### src/design/jsu_pkg.sv
// Types, character codes and helper functions for the JSON string unescaper.
// Used by the configuration block, the decoder, the result queue, the top level and the bench.
package jsu_pkg;

	typedef enum logic [1:0] {
		PH_OPEN = 2'd0,
		PH_STR  = 2'd1,
		PH_ESC  = 2'd2,
		PH_HEX  = 2'd3
	} phase_t;

	typedef enum logic [1:0] {
		ST_CLOSE    = 2'd0,
		ST_CAPACITY = 2'd1,
		ST_NO_OPEN  = 2'd2
	} status_t;

	localparam int          ADDR_W       = 3;
	localparam logic        REG_MAX_OUT  = 1'b0;
	localparam logic [15:0] MAX_OUT_RST  = 16'd256;

	localparam logic [7:0] CH_QUOTE  = 8'h22;
	localparam logic [7:0] CH_BSLASH = 8'h5C;
	localparam logic [7:0] CH_SLASH  = 8'h2F;
	localparam logic [7:0] CH_B      = 8'h62;
	localparam logic [7:0] CH_F      = 8'h66;
	localparam logic [7:0] CH_N      = 8'h6E;
	localparam logic [7:0] CH_R      = 8'h72;
	localparam logic [7:0] CH_T      = 8'h74;
	localparam logic [7:0] CH_U      = 8'h75;

	localparam logic [7:0] CTL_BS  = 8'h08;
	localparam logic [7:0] CTL_FF  = 8'h0C;
	localparam logic [7:0] CTL_LF  = 8'h0A;
	localparam logic [7:0] CTL_CR  = 8'h0D;
	localparam logic [7:0] CTL_TAB = 8'h09;

	localparam logic [15:0] CP_ONE_MAX = 16'h007F;
	localparam logic [15:0] CP_TWO_MAX = 16'h07FF;
	localparam logic [15:0] CNT_SAT    = 16'hFFFF;
	localparam logic [7:0]  LEAD2      = 8'hC0;
	localparam logic [7:0]  LEAD3      = 8'hE0;
	localparam logic [7:0]  CONT       = 8'h80;

	typedef struct packed {
		phase_t      phase;
		logic [1:0]  digits;
		logic [15:0] cp;
		logic [15:0] emitted;
	} state_t;

	typedef struct packed {
		logic [2:0][7:0] data;
		logic [1:0]      cnt;
		logic            is_end;
		status_t         status;
		logic [15:0]     len;
	} bundle_t;

	function automatic logic [3:0] hex_value(input logic [7:0] c);
		logic [3:0] v;
		v = 4'd0;
		if (c >= 8'h30 && c <= 8'h39) begin
			v = c[3:0];
		end else if ((c >= 8'h61 && c <= 8'h66) || (c >= 8'h41 && c <= 8'h46)) begin
			v = c[3:0] + 4'd9;
		end
		return v;
	endfunction

endpackage

### src/design/jsu_if.sv
// Request channels of the JSON string unescaper: source bytes in, results out.
// Depends on nothing but the handshake convention valid/ready.
interface jsu_in_if;
	logic       valid;
	logic       ready;
	logic [7:0] in_byte;

	modport source (output valid, output in_byte, input ready);
	modport sink   (input valid, input in_byte, output ready);
endinterface

interface jsu_out_if;
	logic        valid;
	logic        ready;
	logic [7:0]  out_byte;
	logic        string_end;
	logic [1:0]  end_status;
	logic [15:0] decoded_length;
	logic        run_last;

	modport source (output valid, output out_byte, output string_end, output end_status,
		output decoded_length, output run_last, input ready);
	modport sink   (input valid, input out_byte, input string_end, input end_status,
		input decoded_length, input run_last, output ready);
endinterface

### src/design/jsu_cfg.sv
// APB-style register block holding the output capacity.
// Depends on jsu_pkg for the address width and register index.
module jsu_cfg (
	input  logic                     clk,
	input  logic                     arst_n,
	input  logic                     psel,
	input  logic                     penable,
	input  logic                     pwrite,
	input  logic [jsu_pkg::ADDR_W-1:0] paddr,
	input  logic [31:0]              pwdata,
	output logic [31:0]              prdata,
	output logic                     pready,
	output logic [15:0]              max_out
);
	logic [15:0] max_out_q;
	logic        hit;

	assign pready = 1'b1;
	assign hit    = (paddr[2] == jsu_pkg::REG_MAX_OUT);

	always_ff @(posedge clk or negedge arst_n) begin
		if (!arst_n) begin
			max_out_q <= jsu_pkg::MAX_OUT_RST;
		end else if (psel && penable && pwrite && pready && hit) begin
			max_out_q <= pwdata[15:0];
		end
	end

	assign prdata  = hit ? {16'd0, max_out_q} : 32'd0;
	assign max_out = max_out_q;
endmodule

### src/design/jsu_core.sv
// Input register, string state and single-pass decode of one source byte.
// Depends on jsu_pkg and jsu_if; hands a bundle of up to three results onward.
module jsu_core (
	input  logic             clk,
	input  logic             arst_n,
	jsu_in_if.sink           in_ch,
	input  logic [15:0]      max_out,
	input  logic             q_full,
	output logic             push,
	output jsu_pkg::bundle_t bundle
);
	logic             valid_s1;
	logic [7:0]       byte_s1;
	logic             fire;
	jsu_pkg::state_t  st_q;
	jsu_pkg::state_t  st_d;
	jsu_pkg::bundle_t b;
	logic [15:0]      emit_inc;
	logic [15:0]      cp_new;
	logic [1:0]       n;
	logic [16:0]      need;
	logic [7:0]       esc_byte;
	logic             esc_hit;

	assign in_ch.ready = !valid_s1 || !q_full;
	assign fire        = valid_s1 && !q_full;

	always_ff @(posedge clk or negedge arst_n) begin
		if (!arst_n) begin
			valid_s1 <= 1'b0;
		end else if (in_ch.ready) begin
			valid_s1 <= in_ch.valid;
		end
	end

	always_ff @(posedge clk) begin
		if (in_ch.ready && in_ch.valid) begin
			byte_s1 <= in_ch.in_byte;
		end
	end

	always_ff @(posedge clk or negedge arst_n) begin
		if (!arst_n) begin
			st_q <= '{phase: jsu_pkg::PH_OPEN, digits: 2'd0, cp: 16'd0, emitted: 16'd0};
		end else if (fire) begin
			st_q <= st_d;
		end
	end

	assign emit_inc = (st_q.emitted == jsu_pkg::CNT_SAT) ? st_q.emitted : st_q.emitted + 16'd1;
	assign cp_new   = {st_q.cp[11:0], jsu_pkg::hex_value(byte_s1)};
	assign n        = (cp_new <= jsu_pkg::CP_ONE_MAX) ? 2'd1 :
		(cp_new <= jsu_pkg::CP_TWO_MAX) ? 2'd2 : 2'd3;
	assign need     = {1'b0, st_q.emitted} + {15'd0, n};

	always_comb begin
		esc_hit  = 1'b1;
		esc_byte = byte_s1;
		case (byte_s1)
			jsu_pkg::CH_QUOTE:  esc_byte = jsu_pkg::CH_QUOTE;
			jsu_pkg::CH_BSLASH: esc_byte = jsu_pkg::CH_BSLASH;
			jsu_pkg::CH_SLASH:  esc_byte = jsu_pkg::CH_SLASH;
			jsu_pkg::CH_B:      esc_byte = jsu_pkg::CTL_BS;
			jsu_pkg::CH_F:      esc_byte = jsu_pkg::CTL_FF;
			jsu_pkg::CH_N:      esc_byte = jsu_pkg::CTL_LF;
			jsu_pkg::CH_R:      esc_byte = jsu_pkg::CTL_CR;
			jsu_pkg::CH_T:      esc_byte = jsu_pkg::CTL_TAB;
			default:            esc_hit  = 1'b0;
		endcase
	end

	always_comb begin
		st_d = st_q;
		b    = '0;
		case (st_q.phase)
			jsu_pkg::PH_OPEN: begin
				if (byte_s1 == jsu_pkg::CH_QUOTE) begin
					st_d.phase   = jsu_pkg::PH_STR;
					st_d.emitted = 16'd0;
				end else begin
					b.cnt    = 2'd1;
					b.is_end = 1'b1;
					b.status = jsu_pkg::ST_NO_OPEN;
				end
			end
			jsu_pkg::PH_STR: begin
				if (byte_s1 == jsu_pkg::CH_QUOTE) begin
					b.cnt      = 2'd1;
					b.is_end   = 1'b1;
					b.status   = jsu_pkg::ST_CLOSE;
					b.len      = st_q.emitted;
					st_d.phase = jsu_pkg::PH_OPEN;
				end else if (st_q.emitted >= max_out) begin
					b.cnt      = 2'd1;
					b.is_end   = 1'b1;
					b.status   = jsu_pkg::ST_CAPACITY;
					b.len      = st_q.emitted;
					st_d.phase = jsu_pkg::PH_OPEN;
				end else if (byte_s1 == jsu_pkg::CH_BSLASH) begin
					st_d.phase = jsu_pkg::PH_ESC;
				end else begin
					b.cnt        = 2'd1;
					b.data[0]    = byte_s1;
					st_d.emitted = emit_inc;
				end
			end
			jsu_pkg::PH_ESC: begin
				st_d.phase = jsu_pkg::PH_STR;
				if (byte_s1 == jsu_pkg::CH_U) begin
					st_d.phase  = jsu_pkg::PH_HEX;
					st_d.digits = 2'd0;
					st_d.cp     = 16'd0;
				end else if (esc_hit) begin
					b.cnt        = 2'd1;
					b.data[0]    = esc_byte;
					st_d.emitted = emit_inc;
				end
			end
			jsu_pkg::PH_HEX: begin
				st_d.cp = cp_new;
				if (st_q.digits != 2'd3) begin
					st_d.digits = st_q.digits + 2'd1;
				end else begin
					st_d.digits = 2'd0;
					if (need >= {1'b0, max_out}) begin
						b.cnt      = 2'd1;
						b.is_end   = 1'b1;
						b.status   = jsu_pkg::ST_CAPACITY;
						b.len      = st_q.emitted;
						st_d.phase = jsu_pkg::PH_OPEN;
					end else begin
						st_d.phase   = jsu_pkg::PH_STR;
						st_d.emitted = need[15:0];
						b.cnt        = n;
						case (n)
							2'd1: b.data[0] = cp_new[7:0];
							2'd2: begin
								b.data[0] = {3'd0, cp_new[10:6]} | jsu_pkg::LEAD2;
								b.data[1] = {2'd0, cp_new[5:0]} | jsu_pkg::CONT;
							end
							default: begin
								b.data[0] = {4'd0, cp_new[15:12]} | jsu_pkg::LEAD3;
								b.data[1] = {2'd0, cp_new[11:6]} | jsu_pkg::CONT;
								b.data[2] = {2'd0, cp_new[5:0]} | jsu_pkg::CONT;
							end
						endcase
					end
				end
			end
			default: st_d = st_q;
		endcase
	end

	assign push   = fire && (b.cnt != 2'd0);
	assign bundle = b;
endmodule

### src/design/jsu_rqueue.sv
// Two-entry queue of result bundles, drained one result a cycle to the output channel while out_ch.ready is high.
// Depends on jsu_pkg and jsu_if.
module jsu_rqueue (
	input  logic             clk,
	input  logic             arst_n,
	input  logic             push,
	input  jsu_pkg::bundle_t bundle,
	output logic             full,
	jsu_out_if.source        out_ch
);
	jsu_pkg::bundle_t ent_q [2];
	logic             wr_q;
	logic             rd_q;
	logic [1:0]       cnt_q;
	logic [1:0]       idx_q;
	jsu_pkg::bundle_t head;
	logic             last;
	logic             pop_el;
	logic             pop_b;

	assign head   = ent_q[rd_q];
	assign full   = (cnt_q == 2'd2);
	assign last   = (idx_q == head.cnt - 2'd1);
	assign pop_el = out_ch.valid && out_ch.ready;
	assign pop_b  = pop_el && last;

	assign out_ch.valid          = (cnt_q != 2'd0);
	assign out_ch.out_byte       = head.is_end ? 8'd0 : head.data[idx_q];
	assign out_ch.string_end     = head.is_end;
	assign out_ch.end_status     = head.is_end ? head.status : jsu_pkg::ST_CLOSE;
	assign out_ch.decoded_length = head.is_end ? head.len : 16'd0;
	assign out_ch.run_last       = last;

	always_ff @(posedge clk) begin
		if (push) begin
			ent_q[wr_q] <= bundle;
		end
	end

	always_ff @(posedge clk or negedge arst_n) begin
		if (!arst_n) begin
			wr_q  <= 1'b0;
			rd_q  <= 1'b0;
			cnt_q <= 2'd0;
			idx_q <= 2'd0;
		end else begin
			if (push) begin
				wr_q <= !wr_q;
			end
			if (pop_b) begin
				rd_q  <= !rd_q;
				idx_q <= 2'd0;
			end else if (pop_el) begin
				idx_q <= idx_q + 2'd1;
			end
			cnt_q <= cnt_q + {1'b0, push} - {1'b0, pop_b};
		end
	end

	a_cnt_bound: assert property (@(posedge clk) disable iff (!arst_n) cnt_q <= 2'd2)
		else $error("result queue count overflow");
	a_no_push_full: assert property (@(posedge clk) disable iff (!arst_n) push |-> !full)
		else $error("bundle pushed into full queue");
	a_head_nonempty: assert property (@(posedge clk) disable iff (!arst_n)
		out_ch.valid |-> (head.cnt != 2'd0 && idx_q < head.cnt))
		else $error("head bundle index out of range");
	a_idx_wrap: assert property (@(posedge clk) disable iff (!arst_n) pop_b |=> idx_q == 2'd0)
		else $error("result index not cleared after last result");
endmodule

### src/design/json_string_unescape_utf8.sv
// JSON string unescaper with UTF-8 encoding of \u escapes.
// Source bytes of a quoted string arrive one per request on in_ch, opening quote first.
// Each byte gives zero to three results on out_ch: decoded bytes, or one end result
// carrying end_status and decoded_length; run_last marks the last result of a byte.
// Capacity (max_output_bytes) sits at APB byte address 0 and resets to 256; write it
// only while no string byte is in flight.
// A byte accepted into the input register is decoded there and its results are written
// into the result queue, which offers them on out_ch; a full queue holds the byte back.
// Throughput: one byte per cycle while the result queue is not full, set by the
// single-pass decode between the input register and the two-entry result queue; a byte
// with several results holds the output until the last of them is taken.
// When out_ch stalls the queue fills, then in_ch.ready drops; nothing is lost.
// Reset clears the queue and returns to expecting an opening quote with a zero count.
// Depends on jsu_pkg, jsu_if, jsu_cfg, jsu_core and jsu_rqueue.
module json_string_unescape_utf8 (
	input  logic                       clk,
	input  logic                       arst_n,
	input  logic                       psel,
	input  logic                       penable,
	input  logic                       pwrite,
	input  logic [jsu_pkg::ADDR_W-1:0] paddr,
	input  logic [31:0]                pwdata,
	output logic [31:0]                prdata,
	output logic                       pready,
	jsu_in_if.sink                     in_ch,
	jsu_out_if.source                  out_ch
);
	logic             push;
	logic             q_full;
	logic [15:0]      max_out;
	jsu_pkg::bundle_t bundle;

	jsu_cfg u_cfg (
		.clk     (clk),
		.arst_n  (arst_n),
		.psel    (psel),
		.penable (penable),
		.pwrite  (pwrite),
		.paddr   (paddr),
		.pwdata  (pwdata),
		.prdata  (prdata),
		.pready  (pready),
		.max_out (max_out)
	);

	jsu_core u_core (
		.clk     (clk),
		.arst_n  (arst_n),
		.in_ch   (in_ch),
		.max_out (max_out),
		.q_full  (q_full),
		.push    (push),
		.bundle  (bundle)
	);

	jsu_rqueue u_rqueue (
		.clk    (clk),
		.arst_n (arst_n),
		.push   (push),
		.bundle (bundle),
		.full   (q_full),
		.out_ch (out_ch)
	);
endmodule

### src/flat_wrapper.sv
// flat-port wrapper written by rule: the top's interface ports become plain ports
module json_string_unescape_utf8_flat 
  (clk, arst_n, psel, penable, pwrite, paddr, pwdata, prdata, pready, in_ch_valid, in_ch_in_byte, in_ch_ready, out_ch_valid, out_ch_out_byte, out_ch_string_end, out_ch_end_status, out_ch_decoded_length, out_ch_run_last, out_ch_ready);
  jsu_in_if in_ch_i ();
  jsu_out_if out_ch_i ();
  input  logic clk;
  input  logic arst_n;
  input  logic psel;
  input  logic penable;
  input  logic pwrite;
  input  logic [jsu_pkg::ADDR_W-1:0] paddr;
  input  logic [31:0] pwdata;
  output logic [31:0] prdata;
  output logic pready;
  input wire logic [$bits(in_ch_i.valid)-1:0] in_ch_valid;
  input wire logic [$bits(in_ch_i.in_byte)-1:0] in_ch_in_byte;
  output wire logic [$bits(in_ch_i.ready)-1:0] in_ch_ready;
  output wire logic [$bits(out_ch_i.valid)-1:0] out_ch_valid;
  output wire logic [$bits(out_ch_i.out_byte)-1:0] out_ch_out_byte;
  output wire logic [$bits(out_ch_i.string_end)-1:0] out_ch_string_end;
  output wire logic [$bits(out_ch_i.end_status)-1:0] out_ch_end_status;
  output wire logic [$bits(out_ch_i.decoded_length)-1:0] out_ch_decoded_length;
  output wire logic [$bits(out_ch_i.run_last)-1:0] out_ch_run_last;
  input wire logic [$bits(out_ch_i.ready)-1:0] out_ch_ready;
  assign in_ch_i.valid = in_ch_valid;
  assign in_ch_i.in_byte = in_ch_in_byte;
  assign in_ch_ready = in_ch_i.ready;
  assign out_ch_valid = out_ch_i.valid;
  assign out_ch_out_byte = out_ch_i.out_byte;
  assign out_ch_string_end = out_ch_i.string_end;
  assign out_ch_end_status = out_ch_i.end_status;
  assign out_ch_decoded_length = out_ch_i.decoded_length;
  assign out_ch_run_last = out_ch_i.run_last;
  assign out_ch_i.ready = out_ch_ready;
  json_string_unescape_utf8 u_core (.clk(clk), .arst_n(arst_n), .psel(psel), .penable(penable), .pwrite(pwrite), .paddr(paddr), .pwdata(pwdata), .prdata(prdata), .pready(pready), .in_ch(in_ch_i), .out_ch(out_ch_i));
endmodule
### config.mk
export PLATFORM = sky130hd
export DESIGN_NAME = json_string_unescape_utf8_flat
export DESIGN_NICKNAME = d
export VERILOG_FILES = /design/src/design/jsu_pkg.sv /design/src/design/jsu_if.sv /design/src/design/jsu_cfg.sv /design/src/design/jsu_core.sv /design/src/design/jsu_rqueue.sv /design/src/design/json_string_unescape_utf8.sv /design/src/flat_wrapper.sv
export SDC_FILE = /design/constraint.sdc
export NUM_CORES = 1
export LEC_CHECK = 0
export BUFFER_PORTS_ARGS = -buffer_cell sky130_fd_sc_hd__buf_4
export CORE_AREA = 4 4 175 177
export CTS_BUF_LIST = sky130_fd_sc_hd__clkbuf_16
export DETAILED_ROUTE_END_ITERATION = 8
export DIE_AREA = 0 0 179 181
export PLACE_DENSITY = 0.52
export RECOVER_POWER = 100
export SLEW_MARGIN = 30
export SYNTH_ARGS = -nofsm -noshare
export SYNTH_HDL_FRONTEND = slang
export SYNTH_SLANG_ARGS = --single-unit
### constraint.sdc
create_clock -name clk -period 7.8 [get_ports clk]
set_input_delay 0 -clock clk [delete_from_list [all_inputs] [get_ports clk]]
set_output_delay 0 -clock clk [all_outputs]
set_load 0.05 [all_outputs]
After elaboration in Yosys (flattened, before gate mapping)
Memories as Yosys holds them, arrays and structs flattened.
Index checks and enable logic that the tools add are counted.
Word-level totals
  output and inout bits: 63
  word-level logic and storage cells: 144
  ROM bits: 0
  memories: 1
  bits in latches: 0
  bits in registers: 63
  bits of input ports: 50
  RAM bits: 90
Memory list
  u_core.u_rqueue.ent_q: depth 2, bits a word 45, rd ports 1, clocked after memory_dff 0, wr ports 1, line jsu_rqueue.sv:11  | jsu_pkg::bundle_t ent_q [2];
Cells by class
  reduce and logical (&&, ||, !) cells: 27
  eq/ne operators: 28
  shifts and indexed selects: 0
  magnitude comparators: 11
  div/mod/pow operators: 0
  multiply operators: 0
  multiplexer cells: 57
  add/sub/neg operators: 8
  bitwise logic cells: 1
Operators with widths (number)
  $mux W16: 12
  $pmux W16 S4: 1
  $pmux W8 S8: 1
  $eq A8 B7 Y1 const B: 7
  $mux W45: 1
  $mux W8: 5
  $mux W19: 2
  $pmux W18 S2: 1
  $pmux W16 S2: 1
  $pmux W8 S2: 2
  $mux W10: 3
  $mux W2: 12
  $mux W24: 1
  $pmux W8 S3: 1
  $mux W21: 1
  $mux W20: 1
  $ne A2 B2 Y1 const B: 10
  $add A16 B2 Y17: 1
  $ge A17 B16 Y1: 1
  $add A16 B1 Y16 const B: 1
  $bmux W8 S2: 1
  $eq A16 B16 Y1 const B: 1
  $eq A8 B6 Y1 const B: 2
  $ge A16 B16 Y1: 1
  other kinds (31): 62

Longest topological paths before layout
  depth in word-level cells: 18
  mapped depth: 23
  mapped depth without buffers: 23

Hierarchy
A second synthesis with hierarchy kept.
Unflattened totals
  cell total of the unflattened synthesis: 826
  area, all modules: 9002.4 µm²
By module, submodules not included
  jsu_core: area an instance 4315.4 µm², cells each 550, times used 1
  jsu_rqueue: area an instance 3786.1 µm², cells each 206, times used 1
  jsu_cfg: area an instance 900.9 µm², cells each 70, times used 1

Worst setup path before layout
OpenSTA, ideal clock, no wires.
  path kind: register to register
  start point: register u_core.u_core.st_q, in the netlist u_core.u_core.cp_new[14]
  end point: memory u_core.u_rqueue.ent_q[0][0] (netlist name) (enable)
  setup time: 449 ps
  path buffers: 0
  setup slack: 1389 ps
  data arrival time: 5963 ps
  data required time: 7351 ps
  cell stages (with the launch flop): 18
  period minus slack after synthesis: 6411 ps
  path through: dfrtp_1 nor4_1 nand2b_1 nor2_1 inv_1 ha_1 a2111o_1 o211ai_1 nor2_1 xor2_1 ha_1 nand4_1 nor2_1 o221ai_1 a211oi_1 nor3_2 a311oi_2 nor2b_1
Between the ends
  longest elaborated chain between the ends: 12
Ends and longest elaborated chain
  from (decl): line jsu_core.sv:15  | jsu_pkg::state_t st_q;
  from (signal assigned): line jsu_core.sv:44  | st_q <= '{phase: jsu_pkg::PH_OPEN, digits: 2'd0, cp: 16'd0, emitted: 16'd0};
  from (signal assigned): line jsu_core.sv:46  | st_q <= st_d;
  $le A16 B11 Y1: line jsu_core.sv:53  | (cp_new <= jsu_pkg::CP_TWO_MAX) ? 2'd2 : 2'd3;
  $mux W1: line jsu_core.sv:53
  $mux W2 *: line jsu_core.sv:52  | assign n = (cp_new <= jsu_pkg::CP_ONE_MAX) ? 2'd1 :
  $add A16 B2 Y17: line jsu_core.sv:54  | assign need = {1'b0, st_q.emitted} + {15'd0, n};
  $ge A17 B16 Y1: line jsu_core.sv:125  | if (need >= {1'b0, max_out}) begin
  $mux W2 *: line jsu_core.sv:125
  $mux W45 *: line jsu_core.sv:121  | if (st_q.digits != 2'd3) begin
  $pmux W2 S4 *: line jsu_core.sv:75  | case (st_q.phase)
  $reduce_bool A2 Y1 *: line jsu_core.sv:154  | assign push = fire && (b.cnt != 2'd0);
  $logic_and A1 B1 Y1 *: line jsu_core.sv:154
  $mux W1 *: line jsu_rqueue.sv:35  | if (push) begin
  $mux W1 (not written as such) *: line jsu_rqueue.sv:36  | ent_q[wr_q] <= bundle;
  to (decl): line jsu_rqueue.sv:11
Mark *: on every way between the ends. The rest lies on a longest branch, timed or not.

Worst setup path after layout
  start point: register u_core.u_core.st_q, in the netlist u_core.u_core.cp_new[14]
  end point: memory u_core.u_rqueue.ent_q[1][29] (netlist name) (enable)
Same word-level chain as after synthesis.

==> flow_metrics.env <==
export IMPL_hold_viol_final=0
export IMPL_whs_endpoint="u_core.u_core.byte_s1[0]"
export IMPL_place_area_sq_mm=0.00957
export IMPL_syn_avg_cell_area_sq_um=10.8
export IMPL_drive_above_1_share_pct=12.7
export IMPL_cp_arrival_ns=6.77
export IMPL_cts_buffers=17
export IMPL_irDropWorstVdd_mv=0.167
export IMPL_ctsRootBufferMaster="clkbuf_16"
export IMPL_finalCritPeriodShare_pct=86.3
export IMPL_final_util_pct=34.9
export IMPL_reg2reg_slack_ns=1.07
export IMPL_cts_buffer_depth=2
export IMPL_seq_power_share_pct=35.1
export IMPL_finalMaxSlewViolations=113
export IMPL_synth_cell_type_count=80
export IMPL_power_frac_clock_pct=24.6
export IMPL_dp_slack_ns=1.46
export IMPL_cp_max_fo=43
export IMPL_rr_endpoint="u_core.u_rqueue.ent_q[1][29]"
export IMPL_viasPerCell=5.04
export IMPL_portBuffers=77
export IMPL_min_from="in_ch_in_byte[0]"
export IMPL_routed_wl_um=22500
export IMPL_synth_largest_area_cell="edfxtp_1"
export IMPL_crit_path_start_kind="register"
export IMPL_grt_pass1_wl_um=36100
export IMPL_clkLatencyLatePin_ns=0.43
export IMPL_final_cells=1291
export IMPL_synthesis_area_sq_mm=0.00865
export IMPL_finalSetupViolations=0
export IMPL_num_rows=63
export IMPL_fin_crit_ns=6.73
export IMPL_p_int_mw=1.95
export IMPL_ys_async_sr_fraction_pct=36.9
export IMPL_synth_edf_count=94
export IMPL_vias=6501
export IMPL_grt_ovfl_total=0
export IMPL_dp_hpwl_um=16200
export IMPL_hp_class="in -> reg"
export IMPL_ys_warn_count=0
export IMPL_post_cts_setup_buffers=0
export IMPL_drt_pass1_iter_count=5
export IMPL_yosysTopAreaCellShare_pct=32.6
export IMPL_start_util_pct=29.6
export IMPL_whs_path_depth=2
export IMPL_critPathMaxStageDelay_ns=0.94
export IMPL_cp_slowest_cell="and2_2"
export IMPL_rsz0062_at_grt="false"
export IMPL_grt_pass1_vias=6409
export IMPL_power_leakage_nw=4.02
export IMPL_pin_count=113
export IMPL_dieArea_sq_mm=0.0324
export IMPL_sw_frac_of_total_pct=41.5
export IMPL_ys_flop_type="edfxtp_1"
export IMPL_cp_common_cell="nor2_1"
export IMPL_placedCellCount=1233
export IMPL_syn_to_final_growth_pct=18.0
export IMPL_cp_top_family="simple AND/OR/NAND/NOR gates"
export IMPL_slew_headroom_pct=-114
export IMPL_clock_skew_ns=0.0110
export IMPL_drtIter0Drc=536
export IMPL_num_antenna_cells=0
export IMPL_nets=986
export IMPL_p_comb_share_pct=40.3
export IMPL_grt_max_degree=56
export IMPL_wl_per_cell_um=17.4
export IMPL_violations="capacitance limit, slew limit"
export IMPL_crit_chain="nor4_1, nand2b_1, nor2_1, inv_1, ha_1, a2111o_1, o211ai_1, nor2_1, xor2_1, ha_1, nand4_1, nor2_1, o221ai_1, a211oi_1, nor3_1, clkbuf_1, a311oi_2, and2_2"
export IMPL_clock_sinks=149
export IMPL_path_class="reg -> reg"
export IMPL_worst_pin_slew_ns=3.21
export IMPL_cp_num_buf_inv=2
export IMPL_ant_nets=0
export IMPL_required_ns=7.84
export IMPL_place_gp_congestion=0.883
export IMPL_status="finished with violations"
export IMPL_clk_transition_reported_paths_ns=0.06
export IMPL_drv_cap=3
export IMPL_timing_final_ws_setup_ns=1.07
export IMPL_fmax_mhz=149
export IMPL_nFillCells=2960
export IMPL_stdcell_area_sq_mm=0.0102
export IMPL_core_region_area_sq_mm=0.0292
export IMPL_cts_resized_gates=0
export IMPL_ys_seq_area_share_pct=48.6
export IMPL_drc=0
export IMPL_cts_htree_levels=4
export IMPL_synthCells=800
export IMPL_power_switching_mw=1.38
export IMPL_timing_hold_ws_ns=0.310
export IMPL_power_density_mw_per_mm2=326
export IMPL_antenna_found_initial=0
export IMPL_die_y_um=181
export IMPL_ys_ff_latch=149
export IMPL_synthTopCellsByArea="edfxtp_1 (33%), dfrtp_1 (16%), ha_1 (6.8%)"
export IMPL_critPathCaptureType="register"
export IMPL_r2r_start="u_core.u_core.cp_new[14]"
export IMPL_grt_usage_pct=14.0
export IMPL_fp_dieW_um=179
export IMPL_tns_ns=0
export IMPL_tritoncts="done"
export IMPL_power_mw=3.33
export IMPL_ff2ff_path_depth=18
[final cells by class]
type	instances	area, sq um	share of cell area [%]
Inverter	42	158	1.55
Timing Repair Buffer	109	711	6.97
Sequential cell	149	4200	41.2
Tap cell	390	488	4.78
Multi-Input combinational cell	570	4070	39.9
Clock buffer	17	425	4.17
Clock inverter	14	154	1.51
[cell families after synthesis]
family	synth area share (%)
AOI/OAI and AO/OA	14.8
muxes	7.98
DFF	48.6
xor gates and xnor gates	2.03
other	0.0868
adders and majority gates	6.91
and+or+nand+nor	14.4
buffers and inverters	5.24
[cell usage after synthesis (all sizes together), types with 22 or more instances]
cell / instances
nor2: 95
mux2: 26
ha: 47
edfxtp: 94
mux2i: 24
nand2: 48
a21oi: 30
buf: 22
dfrtp: 54
inv: 40
clkbuf: 32
o21ai: 26
[how the worst max path moves through the flow]
stage          depth (start not counted)                            to  slack (ns)                      from
2_1_floorplan                         17   u_core.u_rqueue.ent_q[0][0]        1.39  u_core.u_core.cp_new[14]
3_3_place_gp                          18  u_core.u_rqueue.ent_q[1][14]        1.35  u_core.u_core.cp_new[14]
3_5_place_dp                          19  u_core.u_rqueue.ent_q[0][29]        1.46  u_core.u_core.cp_new[14]
4_1_cts                               19  u_core.u_rqueue.ent_q[0][31]        1.43  u_core.u_core.cp_new[14]
5_1_grt                               18   u_core.u_rqueue.ent_q[1][4]        0.55  u_core.u_core.cp_new[14]
6_report                              18  u_core.u_rqueue.ent_q[1][29]        1.07  u_core.u_core.cp_new[14]
[registers in the layout, summed over array words and instances, names as in the netlist, 2 cells and up]
register	flops
u_core.u_rqueue.ent_q	86
u_core.u_rqueue.cnt_q	2
u_core.u_cfg.max_out	16
u_core.u_core.st_q	20
u_core.u_core.byte_s1	8
u_core.u_rqueue.idx_q	2
u_core.u_core.cp_new	12
[routing by layer]
layer  routed length [um]  track usage, %  part of all wire (%)
met1                10800            20.7                    48
met2                10200            21.1                    46
met3                  976            2.32                   4.3
met4                  429            4.27                   1.9
met5                    0               0                     0
[layout by cell type, fill, tap and decap left out, types with 5 or more instances in the layout]
cell / count
nor2_1: 94
edfxtp_1: 94
dfrtp_1: 53
clkbuf_1: 50
nand2_1: 48
ha_1: 47
inv_1: 41
a21oi_1: 30
dlygate4sd3_1: 27
mux2_2: 26
o21ai_0: 24
mux2i_1: 24
buf_4: 23
conb_1: 17
clkbuf_16: 17
and3_1: 15
nor2b_1: 15
nand3_1: 14
a22o_1: 14
a22oi_1: 14
xnor2_1: 12
o211ai_1: 11
a211oi_1: 11
a31oi_1: 10
nor3_1: 9
xor2_1: 8
clkbuf_4: 8
nor4_1: 7
nand4_1: 7
mux4_2: 7
o2bb2ai_1: 6
or4_1: 5
nand2b_1: 5
o21a_1: 5
a21o_1: 5
and2_1: 5
a2bb2oi_1: 5
a221oi_1: 5
[power by group through the flow]
stage,Combinational (mW),Clock [mW],Sequential [mW]
after global placement,1.41,0,1.18
after CTS,1.44,0.837,1.17
final,1.34,0.817,1.17
after floorplan,1.05,0,1.14
after detailed placement,1.43,0,1.19
after global routing,1.47,0.867,1.19
[what timing repair did]
item | in CTS | in global routing
setup endpoints to repair | 0 | 0
endpoints found under the hold margin | 80 | 0
hold buffers | 27 | 0
No activity file was read; power rests on OpenSTA's default activity.
